## src/rtl/fuzzy_obstacle_drive_controller_defines.svh

```systemverilog
`ifndef FUZZY_OBSTACLE_DRIVE_CONTROLLER_DEFINES_SVH
`define FUZZY_OBSTACLE_DRIVE_CONTROLLER_DEFINES_SVH

// same-cycle implication, checked outside reset
`define FODC_AST_IMP(lbl, ante, cons) \
    lbl: assert property (@(posedge i_clk) disable iff (!i_rst_n) (ante) |-> (cons)) \
        else $error("%m: implication check failed");

// next-cycle implication, checked outside reset
`define FODC_AST_NXT(lbl, ante, cons) \
    lbl: assert property (@(posedge i_clk) disable iff (!i_rst_n) (ante) |=> (cons)) \
        else $error("%m: next-cycle check failed");

`endif

```

## src/rtl/fodc_sqrt.sv

```systemverilog
`timescale 1ns / 1ps
module fodc_sqrt #(
    parameter int NW = 35,
    parameter int RW = 18,
    parameter int SW = 17
) (
    input  logic          i_clk,
    input  logic          i_rst_n,
    input  logic          i_vld,
    input  logic [NW-1:0] i_val,
    input  logic [SW-1:0] i_side,
    output logic          o_vld,
    output logic [RW-1:0] o_root,
    output logic [SW-1:0] o_side
);
    localparam int TW = 2 * RW + 1;

    logic [RW:0]   r_v;
    logic [NW-1:0] r_rem  [0:RW];
    logic [RW-1:0] r_root [0:RW];
    logic [SW-1:0] r_side [0:RW];

    always_ff @(posedge i_clk) begin
        if (!i_rst_n) begin
            r_v <= '0;
        end else begin
            r_v <= {r_v[RW-1:0], i_vld};
        end
    end

    always_ff @(posedge i_clk) begin
        r_rem[0]  <= i_val;
        r_root[0] <= '0;
        r_side[0] <= i_side;
    end

    // one root bit per stage, most significant first
    for (genvar j = 1; j <= RW; j++) begin : g_stage
        localparam int B = RW - j;
        logic [TW-1:0] w_term;
        logic          w_ge;
        assign w_term = (TW'(r_root[j-1]) << (B + 1)) + (TW'(1) << (2 * B));
        assign w_ge   = TW'(r_rem[j-1]) >= w_term;
        always_ff @(posedge i_clk) begin
            r_rem[j]  <= w_ge ? r_rem[j-1] - w_term[NW-1:0] : r_rem[j-1];
            r_root[j] <= w_ge ? r_root[j-1] | (RW'(1) << B) : r_root[j-1];
            r_side[j] <= r_side[j-1];
        end
    end

    assign o_vld  = r_v[RW];
    assign o_root = r_root[RW];
    assign o_side = r_side[RW];
endmodule

```

## config.mk

```make
export PLATFORM = sky130hd
export DESIGN_NAME = fodc_sqrt
export DESIGN_NICKNAME = d
export VERILOG_FILES = /design/src/rtl/fuzzy_obstacle_drive_controller_defines.svh /design/src/rtl/fodc_sqrt.sv
export SDC_FILE = /design/constraint.sdc
export NUM_CORES = 1
export LEC_CHECK = 0
export BUFFER_PORTS_ARGS = -buffer_cell sky130_fd_sc_hd__buf_2
export CORE_MARGIN = 2
export CORE_UTILIZATION = 46
export CTS_BUF_LIST = sky130_fd_sc_hd__clkbuf_2 sky130_fd_sc_hd__clkbuf_4 sky130_fd_sc_hd__clkbuf_8
export CTS_CLUSTER_SIZE = 8
export DETAILED_ROUTE_END_ITERATION = 7
export GPL_TIMING_DRIVEN = 0
export PLACE_DENSITY = 0.67
export SLEW_MARGIN = 10
export SYNTH_ARGS = -nofsm -noshare
export SYNTH_HDL_FRONTEND = slang
export SYNTH_SLANG_ARGS = --single-unit
```

## constraint.sdc

```tcl
create_clock -name i_clk -period 3.58 [get_ports i_clk]
set_input_delay 0.537 -clock i_clk [delete_from_list [all_inputs] [get_ports i_clk]]
set_output_delay 0.537 -clock i_clk [all_outputs]
set_load 0.03 [all_outputs]
```

==> flow_summary.yaml <==
detailed_routing:
  wl_per_cell_um: 14.1
  ant_nets: 0
  viasPerCell: 4.81
  num_vias: 22300
  drc: 0
  drt_iter0_drc: 856
  totalWireLength_mm: 65.4
  dr.pass1.iters: 6
floorplanning:
  die_area_um2: 80400
  die_h_um: 284
  die_w_um: 284
  start_util: 0.464
  io_pins: 91
  coreArea_um2: 77500
  core.rowCount: 102
pwr:
  power_density_nw_per_um2: 833
  leakage_nw: 18.7
  ir_worst_vdd_uv: 456
final_layout:
  area_growth_syn_to_layout_pct: 16.2
  layout-drive-gt1-share: 0.116
  fin_cells: 4626
  fin_nets: 3733
hold_path:
  hold_path.class: "flip-flop to flip-flop"
  hold_path_depth: 0
worst_setup_path:
  reg2regPathDepth: 11
  crit_path_top_delay_cell: "o311ai_1"
  end_kind: "flip-flop"
  crit_chain: "inv_1, ha_1, clkbuf_1, and4_1, nand4_1, o311ai_1, nor2_1, inv_1, o2111ai_1, nor3_1, xor2_1"
  crit_path_max_incr_delay_ns: 0.68
  path_max_fanout: 8
  cp-start-kind: "flip-flop"
  cp_common_cell: "inv_1"
  path_class: "flip-flop to flip-flop"
  reg2reg_slack_ns: 0.23
  critPathArrivalTime_ns: 4.10
  cpLargestDelayFamily: "simple AND/OR/NAND/NOR gates"
  crit_buf_inv: 3
  cp.depth: 11
  required_ns: 4.33
clock_tree:
  clk_pin_slew_ns: 0.06
  clockBufferDepth: 3
  post_cts_buffers: 0
  htree_levels: 4
  cts_tree: "yes"
  ctsRootBufferMaster: "clkbuf_8"
  cts_inserted_buffers: 177
  numClockSinks: 1143
  insertion_delay_ns: 0.82
synthesis:
  syn_area_per_cell_um2: 11.3
  async_flop_share: 0
  yosysMostFrequentCell: "dfxtp_1"
  synth-edff-count: 0
  synthSimpleGateAreaFrac: 0.118
  synth_ff_type: "dfxtp_1"
  netlist_top_cells_area: "dfxtp_1 (64%), ha_1 (6.4%), xor2_1 (2.9%)"
  yosysTopAreaCell: "dfxtp_1"
  synthXorXnorAreaFrac: 0.0558
  yosysWarnings: 0
  synth_top_family_by_area: "simple AND/OR/NAND/NOR gates"
  syn_nets: 3409
  synth_common_cells: "dfxtp_1 (1143), inv_1 (228), nand2_1 (193), ha_1 (185), o21ai_0 (174)"
  yosysTopAreaCellShare: 0.637
  ys_ff_latch: 1143
  yosysSeqAreaShare: 0.637
  synth.distinct_cells: 82
  synth_compound_area_frac: 0.0895
  syn-cell-area_um2: 35900
  yosys.area_share.adder: 0.0650
  syn_inst: 3168
  synth.area.mux_share: 0.00609
sta:
  report.final.hold_viol_count: 0
  min_period_ns: 3.35
  max_freq_mhz: 298
  clock_skew_ns: 0.0476
  final.period_utilization: 0.936
  slew_violations: 0
  slew-limit-headroom: 0.307
  tightest_slew_ns: 1.03
  tns_ns: 0
  rsz0062_at_grt: "no"
  setup_viol: 0
global_route:
  grt_overflow: 0
  grt_antenna_before_repair: 1
  grt_start_max_net_pins: 18
  grt_pass1_wl_mm: 107
  first_global_vias: 22500
  globalRouteTotalUtil: 0.164
placement:
  hpwlAfterDp_mm: 47.7
  io_buffers: 90
  gp_congestion: 0.856
  place_inst: 4298
run:
  maxCapViolCount: 0
outcome:
  outcome: "finished clean"
what timing repair did:
item                                   CTS  global route
resized for setup                        0             1
hold buffers                            55             0
endpoints found under the hold margin   61             0
setup endpoints to repair                0             3
registers in the layout (all words and copies together) (netlist names):
name / count
r_root: 171
r_side: 323
r_v: 19
r_rem: 630
cells by family (layout without fill, tap and decap cells):
kind of cell / count (synthesis) / after routing
compound gates: 515 / 515
other cells: 1 / 2
mux: 20 / 20
simple gates: 802 / 802
flops: 1143 / 1143
buf+inv: 272 / 689
fa+ha+maj: 186 / 186
xor+xnor: 229 / 229
area by class of cell:
class	instances	area (um^2)
fillers	6707	35700
flip-flops and latches	1143	22900
multi-input cells	1753	12000
clock buffers	243	3040
well taps	1040	1300
repair buffers	145	1000
inverters	229	860
clock inverters	29	470
plain buffers	43	178
diodes	1	2.50
layer usage:
layer,share of wire,GRT usage,vias to the layer above,routed length [um]
li1,-,-,11500,-
met1,0.41,0.173,10200,26900
met3,0.036,0.0319,161,2370
met2,0.51,0.306,413,33400
met4,0.041,0.0890,0,2690
met5,0,0,-,0
cells in the final DEF (no fill, tap or decap), drive strengths merged, types with 7 or more instances in the layout:
cell type,count
a211oi,9
a21boi,9
a21o,63
a21oi,126
a31oi,10
and2,24
and3,10
and4,7
and4b,7
buf,99
clkbuf,277
clkinv,12
dfxtp,1143
dlygate4sd3,55
ha,185
inv,240
mux2,15
nand2,193
nand2b,43
nand3,39
nand3b,7
nand4,38
nor2,146
nor2b,27
nor3,70
nor3b,8
nor4,99
nor4b,17
o211ai,11
o21a,27
o21ai,174
o31ai,24
or2,11
or3,22
or4,18
xnor2,111
xor2,118
per-stage QoR:
| step | hold WS (ns) | cell area, um^2 | utilization | total power [mW] | worst slack [ns] |
|---|---|---|---|---|---|
| detailed placement | 0.312 | 37700 | 0.487 | 24.4 | 0.249 |
| global route | 0.288 | 41800 | 0.539 | 37.0 | 0.00530 |
| CTS | 0.246 | 41800 | 0.539 | 35.2 | 0.223 |
| floorplan | 0.310 | 35900 | - | 22.3 | 0.933 |
| finish | 0.308 | 41800 | 0.539 | 34.8 | 0.228 |
| global placement | 0.310 | 37700 | 0.487 | 24.3 | 0.233 |
path summary, 6_finish.rpt:
path / start / to
setup / recovery: r_root[16][14] / r_rem[17][30]
hold / removal: r_rem[0][18] / r_rem[1][18]
setup reg to reg: r_root[16][14] / r_rem[17][30]
hold reg to reg: r_rem[0][18] / r_rem[1][18]
power breakdown:
part	switching [mW]	internal (mW)
sequential	1.54	15.0
combinational	4.18	3.44
clock	4.77	5.85
Note: power is estimated with default switching activity, not from simulation.
