--- src/rtl/fuzzy_obstacle_drive_controller_defines.svh ---
`ifndef FUZZY_OBSTACLE_DRIVE_CONTROLLER_DEFINES_SVH
`define FUZZY_OBSTACLE_DRIVE_CONTROLLER_DEFINES_SVH

// same-cycle implication, checked outside reset
`define FODC_AST_IMP(lbl, ante, cons) \
    lbl: assert property (@(posedge i_clk) disable iff (!i_rst_n) (ante) |-> (cons)) \
        else $error("%m: implication check failed");

// next-cycle implication, checked outside reset
`define FODC_AST_NXT(lbl, ante, cons) \
    lbl: assert property (@(posedge i_clk) disable iff (!i_rst_n) (ante) |=> (cons)) \
        else $error("%m: next-cycle check failed");

`endif

--- src/rtl/fodc_div.sv ---
`timescale 1ns / 1ps
module fodc_div #(
    parameter int NW = 46,
    parameter int DW = 34,
    parameter int QW = 14,
    parameter int SW = 8
) (
    input  logic          i_clk,
    input  logic          i_rst_n,
    input  logic          i_vld,
    input  logic [NW-1:0] i_num,
    input  logic [DW-1:0] i_den,
    input  logic [SW-1:0] i_side,
    output logic          o_vld,
    output logic [QW-1:0] o_quo,
    output logic          o_sat,
    output logic [SW-1:0] o_side
);
    logic [QW:0]   r_v;
    logic [NW-1:0] r_rem  [0:QW];
    logic [DW-1:0] r_den  [0:QW];
    logic [QW-1:0] r_quo  [0:QW];
    logic          r_sat  [0:QW];
    logic [SW-1:0] r_side [0:QW];

    always_ff @(posedge i_clk) begin
        if (!i_rst_n) begin
            r_v <= '0;
        end else begin
            r_v <= {r_v[QW-1:0], i_vld};
        end
    end

    // quotient too large for QW bits
    always_ff @(posedge i_clk) begin
        r_rem[0]  <= i_num;
        r_den[0]  <= i_den;
        r_quo[0]  <= '0;
        r_sat[0]  <= (i_num >> QW) >= NW'(i_den);
        r_side[0] <= i_side;
    end

    for (genvar j = 1; j <= QW; j++) begin : g_stage
        localparam int B = QW - j;
        logic w_ge;
        assign w_ge = (r_rem[j-1] >> B) >= NW'(r_den[j-1]);
        always_ff @(posedge i_clk) begin
            r_rem[j]  <= w_ge ? r_rem[j-1] - (NW'(r_den[j-1]) << B) : r_rem[j-1];
            r_quo[j]  <= w_ge ? r_quo[j-1] | (QW'(1) << B) : r_quo[j-1];
            r_den[j]  <= r_den[j-1];
            r_sat[j]  <= r_sat[j-1];
            r_side[j] <= r_side[j-1];
        end
    end

    assign o_vld  = r_v[QW];
    assign o_quo  = r_quo[QW];
    assign o_sat  = r_sat[QW];
    assign o_side = r_side[QW];
endmodule

--- config.mk ---
export PLATFORM = sky130hd
export DESIGN_NAME = fodc_div
export DESIGN_NICKNAME = d
export VERILOG_FILES = /design/src/rtl/fuzzy_obstacle_drive_controller_defines.svh /design/src/rtl/fodc_div.sv
export SDC_FILE = /design/constraint.sdc
export NUM_CORES = 2
export LEC_CHECK = 0
export BUFFER_PORTS_ARGS = -buffer_cell sky130_fd_sc_hd__buf_4
export CAP_MARGIN = 25
export CORE_ASPECT_RATIO = 1.2
export CORE_UTILIZATION = 35
export DETAILED_ROUTE_END_ITERATION = 16
export MAX_ROUTING_LAYER = met4
export PLACE_DENSITY = 0.62
export SLEW_MARGIN = 20
export SYNTH_ARGS = -nofsm -noshare
export SYNTH_HDL_FRONTEND = slang
export SYNTH_SLANG_ARGS = --single-unit
--- constraint.sdc ---
create_clock -name i_clk -period 3.8 [get_ports i_clk]
set_clock_uncertainty 0.2 [all_clocks]
set_input_delay 0.57 -clock i_clk [delete_from_list [all_inputs] [get_ports i_clk]]
set_output_delay 0.57 -clock i_clk [all_outputs]
set_load 0.03 [all_outputs]
==> results.toml <==
[outcome]
run_status = "complete, no violations"

[finish]
drive_above_1_share_pct = 11.87
synthToLayoutAreaGrowth_pct = 19.94
final_cells = 9204
nNetsFinal = 7439

[clocking]
clock-sinks = 1375
clock_latency_ns = 0.78
cts_tree = "built"
clock_path_buffers = 3
cts_made_buffers = 148
cts_htree_levels = 4
cts.clk_slew.worst_paths_ns = 0.06
ctsRootBufferMaster = "clkbuf_16"

[logic_synthesis]
synthAdderAreaFrac_pct = 11.13
postSynthAreaPerCell_um2 = 9.332
synth_top_family_by_area = "compound AO/OA/AOI/OAI gates"
synth-simple-area-share_pct = 12.09
muxShareOfSynthArea_pct = 1.335
ys_seq_elements = 1375
synth_edf_count = 0
synth_compound_area_share_pct = 17.44
ys_types = 105
synth.largest_area_cell = "dfxtp_1"
netlist_area_um2 = 59320
synth_area_leaders = "dfxtp_1, ha_1, o21ai_0"
ys.flop_type = "dfxtp_1"
synth_seq_area_share_pct = 46.41
syn_inst = 6356
synth_fp_nets = 6967
synth_top_area_share_pct = 46.41
synth-xor-area-share_pct = 6.423
async_reset_ff_share_pct = 0
yosys_warnings = 0

[sta]
fin_crit_sh_pct = 99.71
finalHoldViolations = 0
fmax_mhz = 263.9
worst_pin_slew_ns = 0.6728
fin_crit_ns = 3.789
worst_slack_ns = 0.01116
final-max-slew-violation-count = 0
max_slew_margin_pct = 54.73
finalSetupViolCount = 0

[floorplan]
ioPinCount = 115
start_util_pct = 35.21
dieArea_um2 = 171100
die_h_um = 453.0
dieWidth_um = 377.8
rows = 165
design.core.area_um2 = 168500

[placement]
preCtsSetupSlack_ns = -0.3050
dpl.hpwl_um = 107900
dp_cells = 8823
numPortBuffers = 114
gp_congestion = 0.9952

[setup_path]
worst_ep_arrival_time_ns = 4.25
cp-end-kind = "register"
crit_path_max_fanout = 3
path_class = "reg2reg"
cp-start-kind = "register"
required_ns = 4.26

[global_route]
grtUsageTotal_pct = 16.38
grt_overflow = 0
grt_first_pass_wirelength_um = 219700
antenna_found_initial = 2
grt_max_degree = 57
grt_pass1_vias = 44620

[routing]
wirelength_um = 138400
m1WireLength_um = 53820
ant_nets = 0
drtIter0Drc = 2214
viasPerCell = 4.799
vias = 44170
wl_per_cell_um = 15.04
top_layer = "met4"
drcViolationCount = 0
routed-wl-met2_um = 71840
drtPass1Iterations = 6
wl_met3_um = 4226

[power]
power_leakage_uw = 0.03227
vdd_drop_max_mv = 0.4427
p_per_area_nw_per_um2 = 859.2

[job]
cap_viol_max_count = 0

[hold_path]
worstHoldPathType = "reg2reg"
==> cell usage after synthesis (all sizes together) (49+ instances only) <==
| library cell | instances |
|---|---|
| nor2b | 57 |
| a211oi | 49 |
| a21o | 238 |
| nand2b | 78 |
| nand4 | 90 |
| nand3 | 98 |
| o21ai | 541 |
| ha | 507 |
| nor2 | 282 |
| a21oi | 472 |
| a31oi | 51 |
| xnor2 | 235 |
| dfxtp | 1375 |
| buf | 54 |
| xor2 | 200 |
| nor3 | 74 |
| clkbuf | 103 |
| nand2 | 578 |
| inv | 626 |
| mux2 | 65 |
==> registers in the layout, indices dropped and copies added, names as in the netlist <==
signal / cells
r_den: 476
r_v: 15
r_quo: 105
r_rem: 644
r_sat: 15
r_side: 120
==> repair_timing <==
| action | CTS | global route |
|---|---|---|
| setup endpoints to repair | 28 | 150 |
| gates resized for setup | 15 | 57 |
| hold buffers | 91 | 0 |
| pin swaps | 7 | 31 |
| gates cloned | 2 | 2 |
| hold endpoints to repair | 104 | 0 |
| setup buffers | 4 | 10 |
==> power by group <==
group	internal, uW	total (uW)	switching (uW)	leakage (uW)
clock	8960	14800	5840	0.00249
sequential	18000	20100	2090	0.0116
combinational	11900	26200	14300	0.0182
total	38900	61100	22200	0.0323
==> per-stage QoR <==
stage	cell area, um^2	hold WS (ns)	TNS (ns)	util (%)	total power, uW
after floorplan	59320	0.1096	0	-	38310
after global placement	64510	0.1095	-1.876	38.29	45450
after detailed placement	64510	0.1121	-1.556	38.29	45830
after CTS	70730	0.1147	0	41.99	61280
after global routing	71140	0.1230	-0.08369	42.23	65550
final	71140	0.1197	0	42.23	61120
==> kinds of logic (layout without fill, tap and decap cells) <==
logic type / count (synthesis) / count (layout)
AO/OA/AOI/OAI: 1678 / 1678
buffers and inverters: 783 / 1371
multiplexers: 71 / 71
AND/OR/NAND/NOR: 1494 / 1494
XOR/XNOR: 435 / 435
flip-flops: 1375 / 1375
adder cells (fa/ha/maj): 520 / 520
other: 0 / 6
==> placed cells by master (no fill, tap or decap), types with 16 or more instances in the layout <==
master and count:
bufinv_16 16, nor2_1 280, o211ai_1 19, o21bai_1 45, mux2_2 65, nor2b_1 57
clkinv_2 24, and4_1 17, buf_12 20, nand3_1 98, dfxtp_1 1372, o21ai_0 519
or3_1 34, and2_1 41, and3_1 41, a211o_1 19, a31oi_1 41, o31ai_1 37
xnor2_1 235, inv_1 624, o21a_1 43, a21oi_1 462, nand2_1 577, a21o_1 238
buf_4 363, clkbuf_8 20, nor3_1 69, o31a_1 16, nor4_1 29, nand4_1 90
dlygate4sd3_1 91, a211oi_1 42, nand2b_1 77, clkbuf_16 157, clkbuf_1 19, ha_1 505
xor2_1 200
==> path summary, 6_finish.rpt <==
check	cells past startpoint	startpoint	end	slack, ns
worst max-delay path	12	r_den[0][1]	r_rem[0][90]	0.01
worst min-delay path	0	r_rem[0][322]	r_rem[1][0]	0.12
worst max register to register	12	r_den[0][1]	r_rem[0][90]	0.01
worst min register to register	0	r_rem[0][322]	r_rem[1][0]	0.12
==> cell type report <==
cell class | count | area [um^2]
inverter | 626 | 2350
antenna | 6 | 15.01
timing repair buffer | 479 | 4163
clock inverter | 72 | 900.9
multi-input combinational | 4198 | 29140
sequential | 1375 | 27530
tap | 2254 | 2820
clock buffer | 194 | 4225
fill | 16360 | 97320
==> layer usage <==
| metal | GRT usage (%) | vias to the layer above |
|---|---|---|
| li1 | - | 22860 |
| met1 | 15.84 | 20080 |
| met2 | 30.29 | 819 |
| met3 | 2.651 | 420 |
| met4 | 10.03 | 0 |
| met5 | - | - |
==> worst max-delay path, cell delays in order (launching register included) <==
cell and delay (ns):
dfxtp_1 0.33, inv_1 0.07, ha_1 0.30, nor2b_1 0.15, o31a_1 0.28, o41ai_1 0.54, nand4_1 0.31, a31oi_1 0.35
nor3_1 0.14, o2111ai_1 0.25, a311o_1 0.30, nor4bb_1 0.08, o32a_1 0.34
Power figures use the tool's default switching activity.
