## src/rtl/fuzzy_obstacle_drive_controller_defines.svh

```systemverilog
`ifndef FUZZY_OBSTACLE_DRIVE_CONTROLLER_DEFINES_SVH
`define FUZZY_OBSTACLE_DRIVE_CONTROLLER_DEFINES_SVH

// same-cycle implication, checked outside reset
`define FODC_AST_IMP(lbl, ante, cons) \
    lbl: assert property (@(posedge i_clk) disable iff (!i_rst_n) (ante) |-> (cons)) \
        else $error("%m: implication check failed");

// next-cycle implication, checked outside reset
`define FODC_AST_NXT(lbl, ante, cons) \
    lbl: assert property (@(posedge i_clk) disable iff (!i_rst_n) (ante) |=> (cons)) \
        else $error("%m: next-cycle check failed");

`endif

```

## src/rtl/fodc_pkg.sv

```systemverilog
`timescale 1ns / 1ps
package fodc_pkg;

    localparam logic [16:0] Q_ONE      = 17'd65536;
    localparam logic [13:0] SPEED_MAX  = 14'd10000;
    localparam logic [13:0] SPAN_RESET = 14'd2375;
    localparam logic        REG_SPAN   = 1'b0;

    localparam logic [1:0] DIR_STOP = 2'd0;
    localparam logic [1:0] DIR_FWD  = 2'd1;
    localparam logic [1:0] DIR_BACK = 2'd2;

    typedef enum logic [1:0] {
        MO_REV   = 2'd0,
        MO_RIGHT = 2'd1,
        MO_FWD   = 2'd2,
        MO_LEFT  = 2'd3
    } t_motion;

    typedef struct packed {
        logic [8:0] front_cm;
        logic [8:0] left_cm;
        logic [8:0] right_cm;
    } t_cmd;

    typedef struct packed {
        logic [1:0]  motion;
        logic [1:0]  right_motor_dir;
        logic [1:0]  left_motor_dir;
        logic [13:0] speed_hundredths;
        logic [13:0] crisp_hundredths;
        logic        fault;
    } t_res;

    typedef struct packed {
        logic [16:0] near;
        logic [16:0] far;
    } t_mem;

    typedef struct packed {
        logic [1:0] rdir;
        logic [1:0] ldir;
    } t_dirs;

    // far membership on the 10..30 cm ramp, floor((d-10)*65536/20)
    function automatic logic [16:0] ramp_far(input logic [4:0] k);
        logic [16:0] f;
        unique case (k)
            5'd1:    f = 17'd3276;
            5'd2:    f = 17'd6553;
            5'd3:    f = 17'd9830;
            5'd4:    f = 17'd13107;
            5'd5:    f = 17'd16384;
            5'd6:    f = 17'd19660;
            5'd7:    f = 17'd22937;
            5'd8:    f = 17'd26214;
            5'd9:    f = 17'd29491;
            5'd10:   f = 17'd32768;
            5'd11:   f = 17'd36044;
            5'd12:   f = 17'd39321;
            5'd13:   f = 17'd42598;
            5'd14:   f = 17'd45875;
            5'd15:   f = 17'd49152;
            5'd16:   f = 17'd52428;
            5'd17:   f = 17'd55705;
            5'd18:   f = 17'd58982;
            5'd19:   f = 17'd62259;
            5'd20:   f = 17'd65536;
            default: f = Q_ONE;
        endcase
        return f;
    endfunction

    function automatic t_mem member(input logic [8:0] d);
        t_mem m;
        logic [8:0] k;
        k = d - 9'd10;
        priority if (d >= 9'd1 && d <= 9'd10) begin
            m.near = Q_ONE;
            m.far  = 17'd0;
        end else if (d >= 9'd11 && d <= 9'd30) begin
            m.far  = ramp_far(k[4:0]);
            m.near = Q_ONE - m.far;
        end else begin
            m.far  = Q_ONE;
            m.near = 17'd0;
        end
        return m;
    endfunction

    function automatic logic [16:0] min3(input logic [16:0] a, input logic [16:0] b,
                                         input logic [16:0] c);
        logic [16:0] m;
        m = a;
        if (b < m) m = b;
        if (c < m) m = c;
        return m;
    endfunction

    function automatic t_dirs dirs_of(input t_motion mo);
        t_dirs d;
        unique case (mo)
            MO_REV:   begin d.rdir = DIR_BACK; d.ldir = DIR_BACK; end
            MO_RIGHT: begin d.rdir = DIR_BACK; d.ldir = DIR_FWD;  end
            MO_FWD:   begin d.rdir = DIR_FWD;  d.ldir = DIR_FWD;  end
            MO_LEFT:  begin d.rdir = DIR_FWD;  d.ldir = DIR_BACK; end
            default:  begin d.rdir = DIR_STOP; d.ldir = DIR_STOP; end
        endcase
        return d;
    endfunction

endpackage

```

## src/rtl/fodc_fuzz.sv

```systemverilog
`timescale 1ns / 1ps
module fodc_fuzz (
    input  logic               i_clk,
    input  logic               i_rst_n,
    input  logic               i_vld,
    input  fodc_pkg::t_cmd     i_cmd,
    output logic               o_vld,
    output logic [34:0]        o_sum_l,
    output logic [34:0]        o_sum_r,
    output logic [16:0]        o_fwd,
    output logic [16:0]        o_rev
);
    import fodc_pkg::*;

    logic [3:0]  r_v;
    t_mem        r_mf, r_ml, r_mr;
    logic [16:0] r_fwd, r_rev, r_r2, r_r3, r_r4, r_r5, r_r6, r_r7;
    logic [16:0] r_fwd3, r_rev3;
    logic [33:0] r_q2, r_q3, r_q4, r_q5, r_q6, r_q7;
    logic [34:0] r_sl, r_sr;
    logic [16:0] r_fwd4, r_rev4;

    always_ff @(posedge i_clk) begin
        if (!i_rst_n) begin
            r_v <= '0;
        end else begin
            r_v <= {r_v[2:0], i_vld};
        end
    end

    always_ff @(posedge i_clk) begin
        // memberships
        r_mf <= member(i_cmd.front_cm);
        r_ml <= member(i_cmd.left_cm);
        r_mr <= member(i_cmd.right_cm);
        // min rules
        r_fwd <= min3(r_ml.far,  r_mf.far,  r_mr.far);
        r_r2  <= min3(r_ml.far,  r_mf.far,  r_mr.near);
        r_r3  <= min3(r_ml.far,  r_mf.near, r_mr.far);
        r_r4  <= min3(r_ml.far,  r_mf.near, r_mr.near);
        r_r5  <= min3(r_ml.near, r_mf.far,  r_mr.far);
        r_r6  <= min3(r_ml.near, r_mf.far,  r_mr.near);
        r_r7  <= min3(r_ml.near, r_mf.near, r_mr.far);
        r_rev <= min3(r_ml.near, r_mf.near, r_mr.near);
        // squares
        r_q2   <= r_r2 * r_r2;
        r_q3   <= r_r3 * r_r3;
        r_q4   <= r_r4 * r_r4;
        r_q5   <= r_r5 * r_r5;
        r_q6   <= r_r6 * r_r6;
        r_q7   <= r_r7 * r_r7;
        r_fwd3 <= r_fwd;
        r_rev3 <= r_rev;
        // sums of squares
        r_sl   <= 35'(r_q2) + 35'(r_q4);
        r_sr   <= 35'(r_q3) + 35'(r_q5) + 35'(r_q6) + 35'(r_q7);
        r_fwd4 <= r_fwd3;
        r_rev4 <= r_rev3;
    end

    assign o_vld   = r_v[3];
    assign o_sum_l = r_sl;
    assign o_sum_r = r_sr;
    assign o_fwd   = r_fwd4;
    assign o_rev   = r_rev4;
endmodule

```

## config.mk

```make
export PLATFORM = sky130hd
export DESIGN_NAME = fodc_fuzz
export DESIGN_NICKNAME = d
export VERILOG_FILES = /design/src/rtl/fuzzy_obstacle_drive_controller_defines.svh /design/src/rtl/fodc_pkg.sv /design/src/rtl/fodc_fuzz.sv
export SDC_FILE = /design/constraint.sdc
export NUM_CORES = 2
export LEC_CHECK = 0
export ABC_AREA = 1
export BUFFER_PORTS_ARGS = -buffer_cell sky130_fd_sc_hd__buf_4
export CAP_MARGIN = 0
export CORE_MARGIN = 1.5
export CORE_UTILIZATION = 25
export CTS_BUF_LIST = sky130_fd_sc_hd__clkbuf_4 sky130_fd_sc_hd__clkbuf_8 sky130_fd_sc_hd__clkbuf_16
export CTS_CLUSTER_DIAMETER = 200
export DETAILED_ROUTE_END_ITERATION = 8
export PLACE_DENSITY = 0.41
export RECOVER_POWER = 50
export SKIP_LAST_GASP = 1
export SLEW_MARGIN = 20
export SYNTH_ARGS = -nofsm -noshare
export SYNTH_HDL_FRONTEND = slang
export SYNTH_SLANG_ARGS = --single-unit
```

## constraint.sdc

```tcl
create_clock -name i_clk -period 7.5 [get_ports i_clk]
set_input_delay 1.125 -clock i_clk [delete_from_list [all_inputs] [get_ports i_clk]]
set_output_delay 1.125 -clock i_clk [all_outputs]
set_load 0.005 [all_outputs]
```

==> reports/metrics.cfg <==
[clocking]
cts_setup_buffers = 0
clock_latency_ns = 0.74
hold_buffers = 0
cts_resized = 0
clock-sinks = 443
cts_tree = yes
cts_made_buffers = 58
h-tree-depth = 2
cts-root-buf = clkbuf_16
path_clk_slew_ns = 0.07
ctsLongestPathBuffers = 3

[drt]
drt_iter0_drc = 2786
antenna_left = 0
drc = 0
routed_wirelength_um = 214000
via_per_inst = 4.22
wl_per_cell_um = 17.4
dr.pass1.iters = 9
via_count = 51700

[worst_setup_path]
path_delay_family = adder cells
cpMostUsedCell = fa_1
critical_path.cell_chain = nand2_1 > fa_1 > inv_1 > fa_1 > inv_1 > fa_1 > inv_1 > fa_1 > fa_1 > inv_1 > fa_1 > inv_1 > ha_1 > nand2_1 > nor2_1 > nand4_1 > o21ai_0 > nand3_1 > nand2_1 > xor2_1
start_kind = flip-flop
worstSetupPathType = flip-flop to flip-flop
critPathMaxFanout = 12
cp_num_buf_inv = 5
cp_slowest_cell = dfxtp_1
crit_path_max_incr_delay_ns = 0.91
crit_arrival_ns = 7.55
critPathCaptureType = flip-flop
cp.required_ns = 8.08

[sta]
max-slew-margin-rel_pct = 30.8
fin_crit_sh_pct = 92.9
final_hold_viol_count = 0
skew_ns = 0.0489
grt_setup_unrepaired = no
finalSetupViolCount = 0
timing.fmax_mhz = 143
fin_crit_ns = 6.97
worst_pin_slew_ns = 1.04
drv_slew = 0
finalSetupTns_ns = 0

[job]
maxCapViolations = 0

[status]
status = finished, final reports clean

[die]
rows = 193
initial_core_util_pct = 25.1
fp.dieW_um = 530
ios = 135
die_y_um = 530
die_area_sq_um = 281000
core_area_sq_um = 276000

[cells_and_area]
final_common_cell = inv_1
layout_common_cells = inv_1 (2237), nand2_1 (1452), fa_1 (1148)
drive_above_1_share_pct = 3.66
areaGrowthSynthToFinish_pct = 10.6
nets = 10600

[logic_synthesis]
netlist_instances = 8374
synth_simple_gate_area_share_pct = 13.7
yosys_warnings = 0
syn_area_per_cell_sq_um = 8.30
synthMuxAreaShare_pct = 0.0324
syn-cell-area_sq_um = 69500
synth_top_family_by_area = adder cells
async_flop_share_pct = 0
synth-seq-cells = 443
synth_compound_area_share_pct = 6.69
ys.flop_type = dfxtp_1
synth_edf_count = 0
yosysSeqAreaShare_pct = 12.8
yosysUniqueCellTypes = 49
synth_xor_area_share_pct = 3.60
synthAdderAreaFrac_pct = 50.3

[worst_hold_path]
hold_class = flip-flop to flip-flop

[global_route]
track_usage_pct = 15.5
grt_overflow = 0
grt_max_degree = 23
grt_pass1_vias = 56000
antenna_found_initial = 17
grt_pass1_wl_um = 335000

[power_and_ir_drop]
p_leak_nw = 45.0
cellPowerDensity_nw_per_um2 = 164
peakVddDrop_mv = 0.169
power_mw = 12.6

[place]
portBuffers = 134
gp_congestion = 0.884
dpl.hpwl_um = 189000

[synth_stat cells, types with 2 or more instances]
| library cell | instances | area (sq um) |
|---|---|---|
| inv_1 | 2237 | 8400 |
| nand2_1 | 1450 | 5440 |
| fa_1 | 1148 | 23000 |
| ha_1 | 956 | 12000 |
| dfxtp_1 | 443 | 8870 |
| nor2_1 | 433 | 1630 |
| a21oi_1 | 398 | 1990 |
| o21ai_0 | 271 | 1360 |
| nand3_1 | 250 | 1250 |
| xor2_1 | 193 | 1690 |
| clkbuf_1 | 90 | 338 |
| xnor2_1 | 87 | 762 |
| nor3_1 | 69 | 345 |
| nand4_1 | 49 | 307 |
| o21bai_1 | 47 | 353 |
| o21a_1 | 40 | 300 |
| or2_2 | 31 | 194 |
| a21o_1 | 29 | 218 |
| buf_4 | 21 | 158 |
| a21boi_0 | 14 | 105 |
| buf_2 | 14 | 70.1 |
| o211ai_1 | 12 | 90.1 |
| nand2_2 | 10 | 62.6 |
| nor4_1 | 10 | 62.6 |
| o21ai_1 | 10 | 50.1 |
| nand3b_1 | 9 | 67.6 |
| a31oi_1 | 6 | 37.5 |
| o21ai_2 | 6 | 52.6 |
| nor2_4 | 5 | 56.3 |
| nor2_2 | 4 | 25.0 |
| a21boi_1 | 3 | 22.5 |
| and3_1 | 3 | 18.8 |
| nor4b_1 | 3 | 26.3 |
| a211oi_1 | 2 | 15.0 |
| buf_6 | 2 | 22.5 |
| conb_1 | 2 | 7.51 |
| mux2_2 | 2 | 22.5 |
| nand3_2 | 2 | 20.0 |
| o31ai_1 | 2 | 15.0 |
| xor2_2 | 2 | 32.5 |
[layout make-up]
cell class | instances | area (sq um)
Antenna cell | 4 | 10.0
Clock buffer | 73 | 1630
Multi-Input combinational cell | 5566 | 51600
Inverter | 2239 | 8400
Fill cell | 30000 | 200000
Sequential cell | 443 | 8870
Tap cell | 3705 | 4640
Timing Repair Buffer | 188 | 1260
Clock inverter | 35 | 485
[stage by stage]
stage | util [%] | setup slack (ns) | cells | hold slack [ns] | cell area [sq um]
after global routing | 27.8 | 0.172 | 12300 | 0.317 | 76900
after CTS | 27.9 | 0.304 | 12200 | 0.310 | 77100
after global placement | 27.1 | 0.00346 | 12100 | 0.315 | 75000
after floorplan | - | 1.72 | 8375 | 0.310 | 69500
final | 27.8 | 0.530 | 12300 | 0.313 | 76900
after detailed placement | 27.1 | 0.374 | 12100 | 0.318 | 75000
[sequential cells by signal, summed over array words and instances (netlist names), 17 cells and up]
name	count
r_q2	33
r_ml	17
r_q7	33
r_q5	33
r_mf	17
o_sum_l	35
r_mr	17
r_q6	33
r_q4	33
o_sum_r	35
r_q3	33
[final timing paths]
kind / to / cells past startpoint / startpoint / slack (ns)
worst max-delay path: r_q7[24] / 20 / r_r7[3] / 0.53
worst min-delay path: r_fwd3[12] / 0 / r_fwd[12] / 0.31
worst max register to register: r_q7[24] / 20 / r_r7[3] / 0.53
worst min register to register: r_fwd3[12] / 0 / r_fwd[12] / 0.31
[power by group]
part           leakage (nW)  switching (mW)  internal, mW  total, mW
combinational          40.4            3.85          2.17       6.02
sequential             3.62           0.582          2.85       3.43
clock                  1.03            1.29          1.84       3.12
[cell families after synthesis]
kind of cell | after synthesis
AO/OA/AOI/OAI | 844
XOR/XNOR | 283
adder cells (fa/ha/maj) | 2104
buffers and inverters | 2366
flip-flops | 443
multiplexers | 2
other | 2
AND/OR/NAND/NOR | 2330
[layer usage]
layer  up-vias  part of all wire, %  global-route usage (%)
met5         -                0.057                       0
met4        20                  1.3                    2.18
met3       137                  3.3                    1.71
met2       750                   48                    26.7
met1     25400                   47                    21.1
li1      25400                    -                       -
No activity file was read; power rests on OpenSTA's default activity.
