`src/rtl/fuzzy_obstacle_drive_controller_defines.svh`:
```
`ifndef FUZZY_OBSTACLE_DRIVE_CONTROLLER_DEFINES_SVH
`define FUZZY_OBSTACLE_DRIVE_CONTROLLER_DEFINES_SVH

// same-cycle implication, checked outside reset
`define FODC_AST_IMP(lbl, ante, cons) \
    lbl: assert property (@(posedge i_clk) disable iff (!i_rst_n) (ante) |-> (cons)) \
        else $error("%m: implication check failed");

// next-cycle implication, checked outside reset
`define FODC_AST_NXT(lbl, ante, cons) \
    lbl: assert property (@(posedge i_clk) disable iff (!i_rst_n) (ante) |=> (cons)) \
        else $error("%m: next-cycle check failed");

`endif

```
`src/rtl/fodc_pkg.sv`:
```
`timescale 1ns / 1ps
package fodc_pkg;

    localparam logic [16:0] Q_ONE      = 17'd65536;
    localparam logic [13:0] SPEED_MAX  = 14'd10000;
    localparam logic [13:0] SPAN_RESET = 14'd2375;
    localparam logic        REG_SPAN   = 1'b0;

    localparam logic [1:0] DIR_STOP = 2'd0;
    localparam logic [1:0] DIR_FWD  = 2'd1;
    localparam logic [1:0] DIR_BACK = 2'd2;

    typedef enum logic [1:0] {
        MO_REV   = 2'd0,
        MO_RIGHT = 2'd1,
        MO_FWD   = 2'd2,
        MO_LEFT  = 2'd3
    } t_motion;

    typedef struct packed {
        logic [8:0] front_cm;
        logic [8:0] left_cm;
        logic [8:0] right_cm;
    } t_cmd;

    typedef struct packed {
        logic [1:0]  motion;
        logic [1:0]  right_motor_dir;
        logic [1:0]  left_motor_dir;
        logic [13:0] speed_hundredths;
        logic [13:0] crisp_hundredths;
        logic        fault;
    } t_res;

    typedef struct packed {
        logic [16:0] near;
        logic [16:0] far;
    } t_mem;

    typedef struct packed {
        logic [1:0] rdir;
        logic [1:0] ldir;
    } t_dirs;

    // far membership on the 10..30 cm ramp, floor((d-10)*65536/20)
    function automatic logic [16:0] ramp_far(input logic [4:0] k);
        logic [16:0] f;
        unique case (k)
            5'd1:    f = 17'd3276;
            5'd2:    f = 17'd6553;
            5'd3:    f = 17'd9830;
            5'd4:    f = 17'd13107;
            5'd5:    f = 17'd16384;
            5'd6:    f = 17'd19660;
            5'd7:    f = 17'd22937;
            5'd8:    f = 17'd26214;
            5'd9:    f = 17'd29491;
            5'd10:   f = 17'd32768;
            5'd11:   f = 17'd36044;
            5'd12:   f = 17'd39321;
            5'd13:   f = 17'd42598;
            5'd14:   f = 17'd45875;
            5'd15:   f = 17'd49152;
            5'd16:   f = 17'd52428;
            5'd17:   f = 17'd55705;
            5'd18:   f = 17'd58982;
            5'd19:   f = 17'd62259;
            5'd20:   f = 17'd65536;
            default: f = Q_ONE;
        endcase
        return f;
    endfunction

    function automatic t_mem member(input logic [8:0] d);
        t_mem m;
        logic [8:0] k;
        k = d - 9'd10;
        priority if (d >= 9'd1 && d <= 9'd10) begin
            m.near = Q_ONE;
            m.far  = 17'd0;
        end else if (d >= 9'd11 && d <= 9'd30) begin
            m.far  = ramp_far(k[4:0]);
            m.near = Q_ONE - m.far;
        end else begin
            m.far  = Q_ONE;
            m.near = 17'd0;
        end
        return m;
    endfunction

    function automatic logic [16:0] min3(input logic [16:0] a, input logic [16:0] b,
                                         input logic [16:0] c);
        logic [16:0] m;
        m = a;
        if (b < m) m = b;
        if (c < m) m = c;
        return m;
    endfunction

    function automatic t_dirs dirs_of(input t_motion mo);
        t_dirs d;
        unique case (mo)
            MO_REV:   begin d.rdir = DIR_BACK; d.ldir = DIR_BACK; end
            MO_RIGHT: begin d.rdir = DIR_BACK; d.ldir = DIR_FWD;  end
            MO_FWD:   begin d.rdir = DIR_FWD;  d.ldir = DIR_FWD;  end
            MO_LEFT:  begin d.rdir = DIR_FWD;  d.ldir = DIR_BACK; end
            default:  begin d.rdir = DIR_STOP; d.ldir = DIR_STOP; end
        endcase
        return d;
    endfunction

endpackage

```
`src/rtl/fodc_zone.sv`:
```
`timescale 1ns / 1ps
module fodc_zone (
    input  logic        i_clk,
    input  logic        i_rst_n,
    input  logic        i_vld,
    input  logic [16:0] i_fwd,
    input  logic [16:0] i_rev,
    input  logic [17:0] i_lft,
    input  logic [17:0] i_rgt,
    input  logic [13:0] i_span,
    output logic        o_vld,
    output logic [45:0] o_num_spd,
    output logic [33:0] o_den_spd,
    output logic [33:0] o_num_crisp,
    output logic [20:0] o_den_crisp,
    output logic [1:0]  o_motion,
    output logic        o_fault
);
    import fodc_pkg::*;

    logic [4:0]  r_v;
    // stage 1
    logic [19:0] r_den1;
    logic [28:0] r_x1;
    // stage 2
    logic [19:0] r_den2;
    logic [28:0] r_x2;
    logic [26:0] r_h2;
    // stage 3
    logic [19:0] r_den3;
    logic [28:0] r_x3;
    logic [26:0] r_h3;
    logic [2:0]  r_s3;
    logic        r_flt3;
    // stage 4
    logic [19:0] r_den4;
    logic [28:0] r_x4;
    logic [28:0] r_off4;
    logic [2:0]  r_s4;
    logic        r_flt4;
    // stage 5
    logic [45:0] r_nspd;
    logic [33:0] r_dspd;
    logic [33:0] r_ncr;
    logic [20:0] r_dcr;
    logic [1:0]  r_mo5;
    logic        r_flt5;

    logic [13:0] w_span;
    logic [28:0] w_xm1;
    logic [2:0]  w_s;

    assign w_span = (i_span == 14'd0) ? 14'd1 : i_span;
    assign w_xm1  = r_x2 - 29'd1;

    // zone index: how many multiples of 100*den lie strictly below x
    always_comb begin
        w_s = 3'd0;
        if (r_x2 != 29'd0) begin
            for (int k = 1; k <= 7; k++) begin
                if (30'(w_xm1) >= 30'(r_h2) * 30'(k)) w_s = 3'(k);
            end
        end
    end

    always_ff @(posedge i_clk) begin
        if (!i_rst_n) begin
            r_v <= '0;
        end else begin
            r_v <= {r_v[3:0], i_vld};
        end
    end

    always_ff @(posedge i_clk) begin
        r_den1 <= 20'(i_fwd) + 20'(i_rgt) + 20'(i_lft) + 20'(i_rev);
        r_x1   <= 29'(4) * (29'(125) * 29'(i_fwd) + 29'(75) * 29'(i_rgt)
                          + 29'(175) * 29'(i_lft) + 29'(25) * 29'(i_rev));

        r_den2 <= r_den1;
        r_x2   <= r_x1;
        r_h2   <= 27'(r_den1) * 27'(100);

        r_den3 <= r_den2;
        r_x3   <= r_x2;
        r_h3   <= r_h2;
        r_s3   <= w_s;
        r_flt3 <= (r_den2 == 20'd0) || (30'(r_x2) > 30'(r_h2) * 30'(8));

        r_den4 <= r_den3;
        r_x4   <= r_x3;
        r_off4 <= r_x3 - 29'(30'(r_h3) * 30'(r_s3));
        r_s4   <= r_s3;
        r_flt4 <= r_flt3;

        r_nspd <= 46'(r_off4) * 46'(125000);
        r_dspd <= 34'(r_den4) * 34'(w_span);
        r_ncr  <= 34'(r_x4) * 34'(25);
        r_dcr  <= {1'b0, r_den4} << 1;
        r_mo5  <= r_s4[2:1];
        r_flt5 <= r_flt4;
    end

    assign o_vld       = r_v[4];
    assign o_num_spd   = r_nspd;
    assign o_den_spd   = r_dspd;
    assign o_num_crisp = r_ncr;
    assign o_den_crisp = r_dcr;
    assign o_motion    = r_mo5;
    assign o_fault     = r_flt5;
endmodule

```
`config.mk`:
```
export PLATFORM = sky130hd
export DESIGN_NAME = fodc_zone
export DESIGN_NICKNAME = d
export VERILOG_FILES = /design/src/rtl/fuzzy_obstacle_drive_controller_defines.svh /design/src/rtl/fodc_pkg.sv /design/src/rtl/fodc_zone.sv
export SDC_FILE = /design/constraint.sdc
export NUM_CORES = 2
export LEC_CHECK = 0
export ABC_AREA = 1
export BUFFER_PORTS_ARGS = -buffer_cell sky130_fd_sc_hd__buf_4
export CORE_MARGIN = 1.5
export CORE_UTILIZATION = 33
export CTS_CLUSTER_SIZE = 30
export DETAILED_ROUTE_END_ITERATION = 8
export PLACE_DENSITY_LB_ADDON = 0.3
export SYNTH_ARGS = -nofsm -noshare
export SYNTH_HDL_FRONTEND = slang
export SYNTH_SLANG_ARGS = --single-unit
```
`constraint.sdc`:
```
create_clock -name i_clk -period 11.1 [get_ports i_clk]
set_clock_uncertainty 0.05 [all_clocks]
set_input_delay 0.555 -clock i_clk [delete_from_list [all_inputs] [get_ports i_clk]]
set_output_delay 0.555 -clock i_clk [all_outputs]
set_load 0.05 [all_outputs]
```
==> results by group <==
Yosys
  – Most frequent cells after synthesis: inv_1, ha_1, nand2_1
  – Yosys top cell by area: fa_1
  – EDFF count, synth: 0
  – Avg Cell Area, Syn: 8.668 um2
  – Synth area leaders: fa_1, ha_1, dfxtp_1
  – Most frequent cell after synthesis: inv_1
  – Post-synthesis sequential area ratio: between 10% and 20%
  – Yosys warning count: 0
  – Post-synthesis cell type count: 54
  – Fraction of registers with async set/reset: 0%
  – Ys flop type: dfxtp_1
  – Synth Cell Area: 53,170 um2
  – #FFs+latches synth: 401
  – Post-Syn Instances: roughly 6.1k
  – Yosys top cell area share: 27.52%

Layout
  – Register area: 8028 um2
  – Fillers: 16.49k
  – Nets: about 8k
  – Multi-input gate area: 39,270 um2
  – Final core occ: around 37%
  – Antenna diodes: 0
  – Cell Count, Final, Fillers Out: roughly 8.6k
  – Share of cells above drive strength 1: 5.663%
  – Syn-to-layout area delta: 11.05%

Run
  – Max-cap viol count: 0

Placement
  – I/O Buffers: 217
  – Placed cells: between 8k and 9k
  – Setup WS pre-CTS: around 4.8 ns
  – Detailed Place HPWL: around 120,000 um
  – Final GP Congestion: 0.9130

Critical path
  – CP arrival: 6.47 ns
  – Setup crit end: o_den_spd[32]$_DFF_P_
  – Max FO, Critical Path: 15
  – Critical Path Source Type: flip-flop
  – Flop2flop setup slack: 5.12 ns
  – Req. time, crit path: 11.60 ns
  – Reg2reg end: o_den_spd[32]$_DFF_P_
  – Reg2reg start: r_den4[8]$_DFF_P_
  – Setup crit start: r_den4[8]$_DFF_P_
  – Critical path endpoint category: flip-flop
  – R2r worst-path depth: 20
  – CP Class: flip-flop to flip-flop

STA
  – Final setup violating endpoints: 0
  – Achievable clock frequency: 167.3 MHz
  – Post-route worst setup slack: 5.123 ns
  – Tmin final: 5.977 ns
  – RSZ-0062 raised after global routing: no
  – Worst slew pin tran: 1.149 ns
  – Setup_tns: 0 ns
  – Relative slew slack: 23.15%
  – Fin crit share: between 50% and 60%
  – Max-slew violation count: 0
  – Hold Fails Final Rpt: 0

GRT
  – First-pass GRT wire length: 223,400 um
  – Global Route Usage Sum: 17.26%
  – Vias in the first global route: 40.97k
  – GR Overflow Total: 0
  – Initial antenna violation count: 1
  – Largest net degree at the start of global routing: 27

Route
  – WL final: between 100,000 and 150,000 um
  – Via density: 4.664
  – First-pass iteration count of the detailed router: 5
  – DR iter-0 viols: 2,102
  – Via Count: 39.89k
  – Residual DRC count: 0
  – Routed WL per cell: 16.34 um
  – Routed Antenna Nets: 0

Clocking
  – Num CTS Buffers: 47
  – TritonCTS clock tree: built
  – Reg clk slew, reported paths: around 0.06 ns
  – # resized after CTS: 0
  – Clk sink count: 401
  – CTS H-tree lvls: 2
  – Skew-Pair Late Insertion Delay: about 0.65 ns
  – Root Buffer Master: clkbuf_16
  – CTS max path bufs: 3

Min path
  – HP Start: i_rst_n
  – Hold Path Class: primary input to flip-flop

Floorplanning
  – Starting Density: about a third
  – Die width: about 400 um
  – Die area: 163,500 um2
  – Std cell rows: 147
  – Die height: 404.4 um
  – Boundary Pins: ~230
  – Core ar.: 160,200 um2

Outcome
  – Outcome: finished clean
kinds of logic (layout without fill, tap and decap cells):
| logic type | Yosys count | count (layout) | synth area share (%) |
|---|---|---|---|
| and+or+nand+nor | 1431 | 1431 | 11.06 |
| AOI/OAI and AO/OA | 778 | 778 | 8.342 |
| other | 1 | 8 | 0.007053 |
| xor gates and xnor gates | 292 | 292 | 4.810 |
| adders and majority gates | 1669 | 1669 | 49.60 |
| DFF | 401 | 401 | 15.10 |
| buffers and inverters | 1562 | 1813 | 11.08 |
critical path, stage by stage (launching register included):
cell and delay (ns):
dfxtp_1 0.87, nand2_1 0.17, fa_1 0.54, inv_1 0.05, fa_1 0.56, fa_1 0.44, fa_1 0.47, fa_1 0.49
inv_1 0.05, fa_1 0.51, inv_1 0.05, ha_1 0.37, nand2_1 0.13, nor2_1 0.15, inv_1 0.07, nor4_1 0.21
nand2_1 0.08, o211ai_1 0.21, nand4_1 0.15, nand3_1 0.11, xor2_1 0.13
state kept, by name (all words and copies together) (netlist names), 22 cells and up:
signal       count
o_den_spd       34
r_h2            22
r_x1            27
o_num_spd       41
r_x4            27
o_num_crisp     32
r_x2            27
r_h3            22
r_off4          27
r_x3            27
per-stage QoR:
step | cell area [um2] | hold WS [ns]
final | 59040 | 0.07102
after detailed placement | 57340 | 0.2621
after floorplan | 53190 | 0.2596
after global placement | 57340 | 0.2608
after global routing | 59040 | 0.05004
after CTS | 59040 | 0.01586
how the worst min path moves through the flow:
stage / end / slack, ns / cells past startpoint
finish: r_v[1]$_SDFF_PN0_ / 0.07 / 3
global route: r_v[1]$_SDFF_PN0_ / 0.05 / 3
CTS: r_v[2]$_SDFF_PN0_ / 0.02 / 3
detailed placement: r_den4[5]$_DFF_P_ / 0.26 / 0
global placement: r_den4[9]$_DFF_P_ / 0.26 / 0
floorplan: o_fault$_DFF_P_ / 0.26 / 0
cells in the final DEF (no fill, tap or decap), types with 6 or more instances in the layout:
cell type | netlist | routed
nor4_1 | 19 | 19
o211ai_1 | 26 | 26
inv_1 | 1495 | 1495
clkbuf_16 | 0 | 47
o21ai_2 | 9 | 9
a211oi_1 | 9 | 9
nand2_2 | 6 | 6
o2111ai_1 | 11 | 11
nand2_1 | 911 | 911
o21ai_0 | 146 | 145
bufinv_16 | 0 | 7
a31oi_1 | 26 | 26
nor2_1 | 260 | 260
nand3_1 | 118 | 118
buf_4 | 8 | 228
o221ai_1 | 8 | 8
xnor2_1 | 107 | 107
dfxtp_1 | 401 | 401
o21a_1 | 25 | 25
fa_1 | 731 | 731
o21ai_1 | 28 | 29
a21oi_1 | 406 | 406
a21o_1 | 20 | 20
a21boi_0 | 7 | 7
xor2_1 | 185 | 185
conb_1 | 1 | 8
o21bai_1 | 26 | 26
ha_1 | 938 | 938
inv_6 | 0 | 9
nand4_1 | 49 | 49
nor3_1 | 44 | 44
clkinv_2 | 0 | 6
a21oi_2 | 10 | 10
layer usage:
| metal | routed length [um] | track usage [%] | up-vias |
|---|---|---|---|
| met5 | 0 | 0 | - |
| met4 | 3100 | 3.984 | 0 |
| li1 | - | - | 19610 |
| met2 | 66620 | 29.71 | 829 |
| met1 | 64140 | 23.17 | 19310 |
| met3 | 5871 | 1.751 | 143 |
layout make-up:
cell class,instances,area share [%]
clock buffers,51,2.068
clock inverters,35,0.8031
flip-flops and latches,401,13.60
well taps,2160,4.577
multi-input cells,4178,66.52
inverters,1498,9.523
repair buffers,229,2.916
what timing repair did:
item | CTS | global route
hold buffers | 1 | 0
hold endpoints to repair | 1 | 0
setup buffers | 0 | 0
Power is not shown: default switching activity piles up to over one toggle a cycle in this logic, so the estimate is an artifact.
